File: src/hw/rtl/touch_velocity_ewma_filter_defines.svh
// ----------------------------------------------------------------------------
// Touch velocity filter assertion macros
// Property checks for simulation; they expand to nothing when synthesising.
// ----------------------------------------------------------------------------
`ifndef TOUCH_VELOCITY_EWMA_FILTER_DEFINES_SVH
`define TOUCH_VELOCITY_EWMA_FILTER_DEFINES_SVH

`ifndef SYNTHESIS

// The consequent must hold in the same cycle as the antecedent.
`define TVEF_ASSERT_SAME(lbl, clk, rst_n, ante, cons, msg) \
    lbl: assert property (@(posedge clk) disable iff (!rst_n) (ante) |-> (cons)) \
        else $error(msg);

// The consequent must hold in the cycle after the antecedent.
`define TVEF_ASSERT_NEXT(lbl, clk, rst_n, ante, cons, msg) \
    lbl: assert property (@(posedge clk) disable iff (!rst_n) (ante) |=> (cons)) \
        else $error(msg);

`else

`define TVEF_ASSERT_SAME(lbl, clk, rst_n, ante, cons, msg)
`define TVEF_ASSERT_NEXT(lbl, clk, rst_n, ante, cons, msg)

`endif

`endif

File: src/hw/rtl/tvef_pkg.sv
// ----------------------------------------------------------------------------
// tvef_pkg
// Types and constants shared by the touch velocity filter modules.
// ----------------------------------------------------------------------------
`default_nettype none

package tvef_pkg;

    // Field widths.
    localparam int POS_W   = 20;
    localparam int DT_W    = 16;
    localparam int TC_W    = 16;
    localparam int VEL_W   = 24;
    localparam int SPEED_W = 47;

    // Two axes, each with its own lane in the datapath.
    localparam int AXES   = 2;
    localparam int AXIS_V = 0;
    localparam int AXIS_H = 1;

    // Iterative divider: 34-bit dividend, 16-bit divisor, two quotient bits a step.
    localparam int DIV_W         = 34;
    localparam int DIV_D_W       = 16;
    localparam int DIV_STEP_BITS = 2;
    localparam int DIV_STEPS     = DIV_W / DIV_STEP_BITS;
    localparam int DIV_CNT_W     = 5;

    // Internal arithmetic widths.
    localparam int DELTA_W    = POS_W + 1;
    localparam int RAW_SHIFT  = 12;
    localparam int RAW_W      = 34;
    localparam int DIFF_W     = 35;
    localparam int ALPHA_W    = 16;
    localparam int SPLIT      = 18;
    localparam int PROD_W     = 34;
    localparam int ACC_W      = 52;
    localparam int FRAC_W     = 16;
    localparam int NV_W       = 37;
    localparam int SQ_W       = 2 * VEL_W;

    localparam logic [ALPHA_W-1:0] ALPHA_CAP  = 16'd52429;
    localparam logic [ACC_W-1:0]   ROUND_HALF = 52'd32768;
    localparam logic [TC_W-1:0]    TC_RESET   = 16'd50;

    localparam logic signed [VEL_W-1:0] VEL_MAX = 24'sh7FFFFF;
    localparam logic signed [VEL_W-1:0] VEL_MIN = -24'sh800000;

    // Configuration port.
    localparam int PADDR_W = 3;
    localparam int PDATA_W = 32;
    localparam logic [0:0] REG_TIME_CONSTANT = 1'b0;

    typedef logic signed [POS_W-1:0] pos_t;
    typedef logic signed [VEL_W-1:0] vel_t;

    typedef struct packed {
        logic signed [POS_W-1:0] vertical_position;
        logic signed [POS_W-1:0] horizontal_position;
        logic [DT_W-1:0]         elapsed_ms;
    } tvef_event_t;

    typedef struct packed {
        logic signed [VEL_W-1:0] vertical_velocity;
        logic signed [VEL_W-1:0] horizontal_velocity;
        logic [SPEED_W-1:0]      speed_squared;
        logic                    updated;
    } tvef_result_t;

    typedef enum logic [3:0] {
        ST_IDLE,
        ST_CHECK,
        ST_DIVIDE,
        ST_RAW,
        ST_DIFF,
        ST_MUL_LO,
        ST_MUL_HI,
        ST_ACCUM,
        ST_UPDATE,
        ST_SQUARE,
        ST_SUM
    } tvef_state_t;

    // Commands from the controller to the datapath.
    typedef struct packed {
        logic load_in;
        logic mark_start;
        logic upd_load;
        logic upd_value;
        logic div_start;
        logic raw_en;
        logic diff_en;
        logic mul_lo_en;
        logic mul_hi_en;
        logic acc_en;
        logic vel_en;
        logic sq_en;
        logic out_load;
    } tvef_cmd_t;

    // Status from the datapath to the controller.
    typedef struct packed {
        logic started;
        logic dt_zero;
        logic div_busy;
        logic out_busy;
    } tvef_sts_t;

endpackage

`default_nettype wire

File: src/hw/rtl/tvef_ctrl.sv
// ----------------------------------------------------------------------------
// tvef_ctrl
// Sequencer that steps the datapath through one event at a time.
// ----------------------------------------------------------------------------
`default_nettype none

module tvef_ctrl
    import tvef_pkg::*;
(
    input  wire logic      clk,
    input  wire logic      rst_n,
    input  wire logic      event_valid,
    output logic           event_stall,
    input  wire tvef_sts_t sts,
    output tvef_cmd_t      cmd
);

    tvef_state_t state_reg;
    tvef_state_t state_next;

    always_ff @(posedge clk or negedge rst_n)
    begin
        if (!rst_n)
        begin
            state_reg <= ST_IDLE;
        end
        else
        begin
            state_reg <= state_next;
        end
    end

    // Next state.
    always_comb
    begin
        state_next = state_reg;
        unique case (state_reg)
            ST_IDLE:
            begin
                if (event_valid)
                begin
                    state_next = ST_CHECK;
                end
            end
            ST_CHECK:
            begin
                if (!sts.started || sts.dt_zero)
                begin
                    state_next = ST_SQUARE;
                end
                else
                begin
                    state_next = ST_DIVIDE;
                end
            end
            ST_DIVIDE:
            begin
                if (!sts.div_busy)
                begin
                    state_next = ST_RAW;
                end
            end
            ST_RAW:    state_next = ST_DIFF;
            ST_DIFF:   state_next = ST_MUL_LO;
            ST_MUL_LO: state_next = ST_MUL_HI;
            ST_MUL_HI: state_next = ST_ACCUM;
            ST_ACCUM:  state_next = ST_UPDATE;
            ST_UPDATE: state_next = ST_SQUARE;
            ST_SQUARE: state_next = ST_SUM;
            ST_SUM:
            begin
                if (!sts.out_busy)
                begin
                    state_next = ST_IDLE;
                end
            end
            default:   state_next = ST_IDLE;
        endcase
    end

    // Outputs.
    always_comb
    begin
        cmd         = '0;
        event_stall = (state_reg != ST_IDLE);
        unique case (state_reg)
            ST_IDLE:
            begin
                cmd.load_in = event_valid;
            end
            ST_CHECK:
            begin
                cmd.upd_load = 1'b1;
                if (!sts.started)
                begin
                    cmd.mark_start = 1'b1;
                end
                else if (!sts.dt_zero)
                begin
                    cmd.upd_value = 1'b1;
                    cmd.div_start = 1'b1;
                end
            end
            ST_DIVIDE: cmd = '0;
            ST_RAW:    cmd.raw_en    = 1'b1;
            ST_DIFF:   cmd.diff_en   = 1'b1;
            ST_MUL_LO: cmd.mul_lo_en = 1'b1;
            ST_MUL_HI: cmd.mul_hi_en = 1'b1;
            ST_ACCUM:  cmd.acc_en    = 1'b1;
            ST_UPDATE: cmd.vel_en    = 1'b1;
            ST_SQUARE: cmd.sq_en     = 1'b1;
            ST_SUM:
            begin
                cmd.out_load = !sts.out_busy;
            end
            default:   cmd = '0;
        endcase
    end

endmodule

`default_nettype wire

File: config.mk
export PLATFORM = sky130hd
export DESIGN_NAME = tvef_ctrl
export DESIGN_NICKNAME = d
export VERILOG_FILES = /design/src/hw/rtl/touch_velocity_ewma_filter_defines.svh /design/src/hw/rtl/tvef_pkg.sv /design/src/hw/rtl/tvef_ctrl.sv
export SDC_FILE = /design/constraint.sdc
export NUM_CORES = 1
export LEC_CHECK = 0
export BUFFER_PORTS_ARGS = -buffer_cell sky130_fd_sc_hd__buf_2
export CAP_MARGIN = 5
export CORE_AREA = 2 2 39 41
export CTS_CLUSTER_SIZE = 16
export DETAILED_ROUTE_END_ITERATION = 8
export DIE_AREA = 0 0 41 43
export REMOVE_ABC_BUFFERS = 1
export SLEW_MARGIN = 40
export SYNTH_ARGS = -nofsm -noshare
export SYNTH_HDL_FRONTEND = slang
export SYNTH_SLANG_ARGS = --single-unit
File: constraint.sdc
create_clock -name clk -period 1.3 [get_ports clk]
set_input_delay 0.26 -clock clk [delete_from_list [all_inputs] [get_ports clk]]
set_output_delay 0.26 -clock clk [all_outputs]
set_load 0.01 [all_outputs]
; ---- After elaboration in Yosys (flattened, before gate mapping)
; Cells that the tools add are included.
[totals]
ff_bits = 4
latchBits = 0
ram_bits = 0
romBits = 0
input_bits = 7
output_inout_bits = 14
wordCells = 38
mem_count = 0
[classes]
n_addsub = 0
mul = 0
n_div = 0
magnitude_cmp = 0
eq_ne = 13
n_shift = 0
muxes = 18
n_bitwise = 0
reduce_logical = 6
[op_table]
columns = cell, count
row1 = 4-bit one-hot mux with 11 select lines, 1
row2 = 4-bit 2-to-1 mux, 5
row3 = 4-bit by 3-bit equality test with 1-bit output (second input constant), 4
row4 = 4-bit equality test (second input constant), 3
row5 = 1-bit 2-to-1 mux, 10
row6 = 4-bit by 2-bit equality test with 1-bit output (second input constant), 2
row7 = 2-bit != test (second input constant), 3
row8 = 4-bit by 1-bit equality test with 1-bit output (second input constant), 1
row9 = 4-bit logical NOT, 1
row10 = 2-bit 2-to-1 mux, 2
row11 = 4-bit nonzero test, 1
row12 = 3-bit AND reduction, 1
row13 = 1-bit logical NOT, 2
row14 = 1-bit logical OR, 1

; ---- Depth between registers and ports, before layout
[depth]
ltp_word = 4
ltp_mapped = 4
depth_no_buf = 3

; ---- Worst setup path before layout
; OpenSTA, ideal clock, no wires.
[synth_timing]
path_type = register to output
startpoint = register state_reg[3]
endpoint = output port cmd[9] (netlist name)
arrival_ps = 1363
slack_ps = -323
path_stages_with_launch = 4
path_buffers = 2
path_cell_list = dfrtp_1 clkbuf_1 nor4_1 buf_4
[synth_rtl]
columns = element, line
row1 = "start, declared", tvef_ctrl.sv:18  ; tvef_state_t state_reg;
row2 = "start signal, assigned", tvef_ctrl.sv:29  ; state_reg <= state_next;
row3 = "end, declared", tvef_ctrl.sv:15  ; output tvef_cmd_t cmd

==> impl_metrics.json <==
{
  "num_cts_buffers": 3,
  "design.core.area_um2": 1384,
  "place.gp.congestion": 0.7597,
  "drt-wirelength-per-cell_um": 14.16,
  "number_of_antenna_violations_at_the_first_check_in_global_routing": 0,
  "path_buf_inv": 1,
  "fin_ws_ns": -0.3493,
  "ys_async_sr_fraction_pct": 100.0,
  "grt_first_pass_wirelength_mm": 2.166,
  "synth.yosys.warnings": 0,
  "netlist.top_cell.by_area": "dfrtp_1",
  "finalWirelength_mm": 1.529,
  "number_of_top_level_design_ports": 21,
  "grt_util_all_layers_pct": 18.73,
  "tritoncts_num_sinks": 4,
  "synth_sequential_area_ratio_pct": 26.06,
  "port_buffers": 20,
  "cp_cell_sequence": "or4_4 > nor2_4 > buf_6",
  "timing.hold.worst.class": "in -> async",
  "grtUsageMet1_pct": 21.10,
  "synth_cell_types": 25,
  "worst_ep_arrival_time_ns": 1.39,
  "syn2layout_area_growth_pct": 124.8,
  "timing.critical_path.required_ns": 1.04,
  "power.density_nw_per_um2": 2431,
  "fin_worst_skew_ns": 0.004455,
  "grt_overflow": 0,
  "hpwlAfterDp_um": 792.5,
  "clk_pin_slew_worst_paths_ns": 0.04,
  "post_route_clock_period_utilization_pct": 126.9,
  "use_met2_pct": 29.69,
  "nNetsFinal": 101,
  "synthDominantCellAreaShare_pct": 26.06,
  "timing.final.crit_period_ns": 1.649,
  "pin_count_of_the_biggest_net_entering_global_routing": 8,
  "synth_edf_count": 0,
  "critical_path.top_delay_family": "simple AND/OR/NAND/NOR gates",
  "met3_usage_pct": 3.141,
  "timing.final.setup_violations": 17,
  "cts_buffer_depth": 2,
  "post_synthesis_cell_count": 50,
  "worstSetupStartpointType": "flop",
  "drt_iter0_drc": 13,
  "timing_worst_slew_pin_value_ns": 0.3222,
  "initial_core_util_pct": 27.76,
  "drt-pass1-iter-count": 4,
  "grt-busiest-layer": "met2",
  "synth_cell_area_um2": 384.1,
  "final-max-slew-violation-count": 0,
  "setup.worst_path.end_class": "output port",
  "cts_max_level": 1,
  "cpMaxStageDelayCell": "or4_4",
  "largest_register_ff_count": 4,
  "final_hold_viol_count": 0,
  "die_y_um": 43,
  "overall_power_of_the_completed_layout_mw": 2.099,
  "routed_via_density": 5.000,
  "clk_latency_ns": 0.24,
  "leakage_power_nw": 0.4159,
  "number_of_global_route_vias_before_repair": 517,
  "drc": 0,
  "detail-route-antenna-nets": 0,
  "die_boundary_width_um": 41,
  "die_area_um2": 1763,
  "setup_tns_ns": -3.828,
  "maximum_capacitance_violations": 0,
  "synth_top_cells_by_area": "dfrtp_1 (26%), nor2_1 (6.8%), nand2b_1 (6.5%), nor3_1 (6.5%), a21oi_1 (5.2%)",
  "cts_tree": "yes",
  "rsz0062_at_grt": "true",
  "worstPathMaxFanout": 3,
  "synthesis.area_per_instance_um2": 7.682,
  "final_layout_size_suffix_gt1_share_pct": 79.35,
  "slew_headroom_pct": 78.52,
  "max_stage_delay_ns": 0.58,
  "timing.setup.critical_path_class": "reg -> out",
  "failed_checks": "negative setup slack",
  "ys_ff_latch": 4,
  "dominantRegCellSynth": "dfrtp_1",
  "run_status": "complete, but fails checks",
  "clock-root-buffer": "clkbuf_4",
  "worst_supply_voltage_drop_on_vdd_mv": 1.100,
  "vias": 540,
  "num_antenna_cells": 0,
  "rows": 14,
  "fmax_ghz": 0.6063
}
path summary, 6_finish.rpt:
kind | from | to | slack [ns] | cells past startpoint
min in group clk | event_valid | state_reg[3] | 0.38 | 3
max in group asynchronous | rst_n | state_reg[3] | 0.82 | 2
max | state_reg[3] | cmd[12] | -0.35 | 3
min | rst_n | state_reg[1] | 0.36 | 2
min reg2reg | state_reg[2] | state_reg[1] | 0.73 | 3
max reg2reg | state_reg[0] | state_reg[3] | -0.22 | 7
kinds of logic after synthesis:
logic type,count (synthesis),synth area share (%)
AND/OR/NAND/NOR,28,42.34
AO/OA/AOI/OAI,10,18.24
buffers and inverters,7,11.07
flip-flops,4,26.06
XOR/XNOR,1,2.281
Yosys cell counts, types with 2 or more instances:
library cell  instances
nor2b_1               2
nor3_1                5
nor4_1                2
nand2b_1              4
a21oi_1               4
or2_2                 2
nor2_1                7
buf_4                 2
inv_1                 2
dfrtp_1               4
nand2_1               2
worst reg2reg max path: stages (launching register included):
cell	delay, ns
dfrtp_1	0.36
buf_4	0.12
buf_6	0.12
nand2b_4	0.08
buf_6	0.13
buf_4	0.14
or3b_4	0.37
a21oi_2	0.13
layer usage:
layer | vias up | share of wire, % | routed length (um)
li1 | 260 | - | -
met1 | 252 | 38 | 577
met2 | 23 | 54 | 822
met3 | 5 | 5.8 | 89
met4 | 0 | 2.6 | 40
met5 | - | 0 | 0
area by class of cell:
cell class | count | area (um2)
repair buffers | 44 | 336.6
flip-flops and latches | 4 | 100.1
clock buffers | 3 | 22.52
inverters | 2 | 7.507
well taps | 16 | 20.02
fillers | 106 | 520.5
multi-input cells | 39 | 376.6
power breakdown:
part           internal [mW]  switching [mW]
clock                  0.104          0.0558
sequential             0.180          0.0376
combinational          0.934           0.788
total                   1.22           0.881
through the flow:
stage	instance area, um2	instances	worst slack, ns	util [%]	hold slack [ns]
after floorplan	349.1	45	-0.2791	-	-0.03559
after global placement	556.8	91	-0.06704	40.24	0.06777
after detailed placement	556.8	91	-0.09811	40.24	0.07225
after CTS	775.7	106	-0.3608	56.06	0.3488
after global routing	863.3	108	-0.3968	62.39	0.3699
final	863.3	108	-0.3493	62.39	0.3556
repair_timing:
| item | CTS | global route |
|---|---|---|
| resized for setup | 22 | 18 |
| hold buffers | 1 | 0 |
| setup endpoints to repair | 16 | 17 |
| buffers inserted | 10 | 3 |
| hold endpoints to repair | 4 | 0 |
| cloned | 1 | 0 |
| pin swaps | 5 | 5 |
layout by cell type (no fill, tap or decap), types with 2 or more instances in the layout:
master / Yosys / final
nor2_2: 0 / 2
nor2_1: 7 / 3
nor3_2: 0 / 4
nand2b_4: 1 / 4
inv_1: 2 / 2
buf_6: 1 / 9
buf_4: 2 / 12
nor2_4: 0 / 2
clkbuf_4: 0 / 3
buf_2: 1 / 20
a21oi_2: 1 / 3
dfrtp_1: 4 / 4
(Power assumes the default switching activity.)
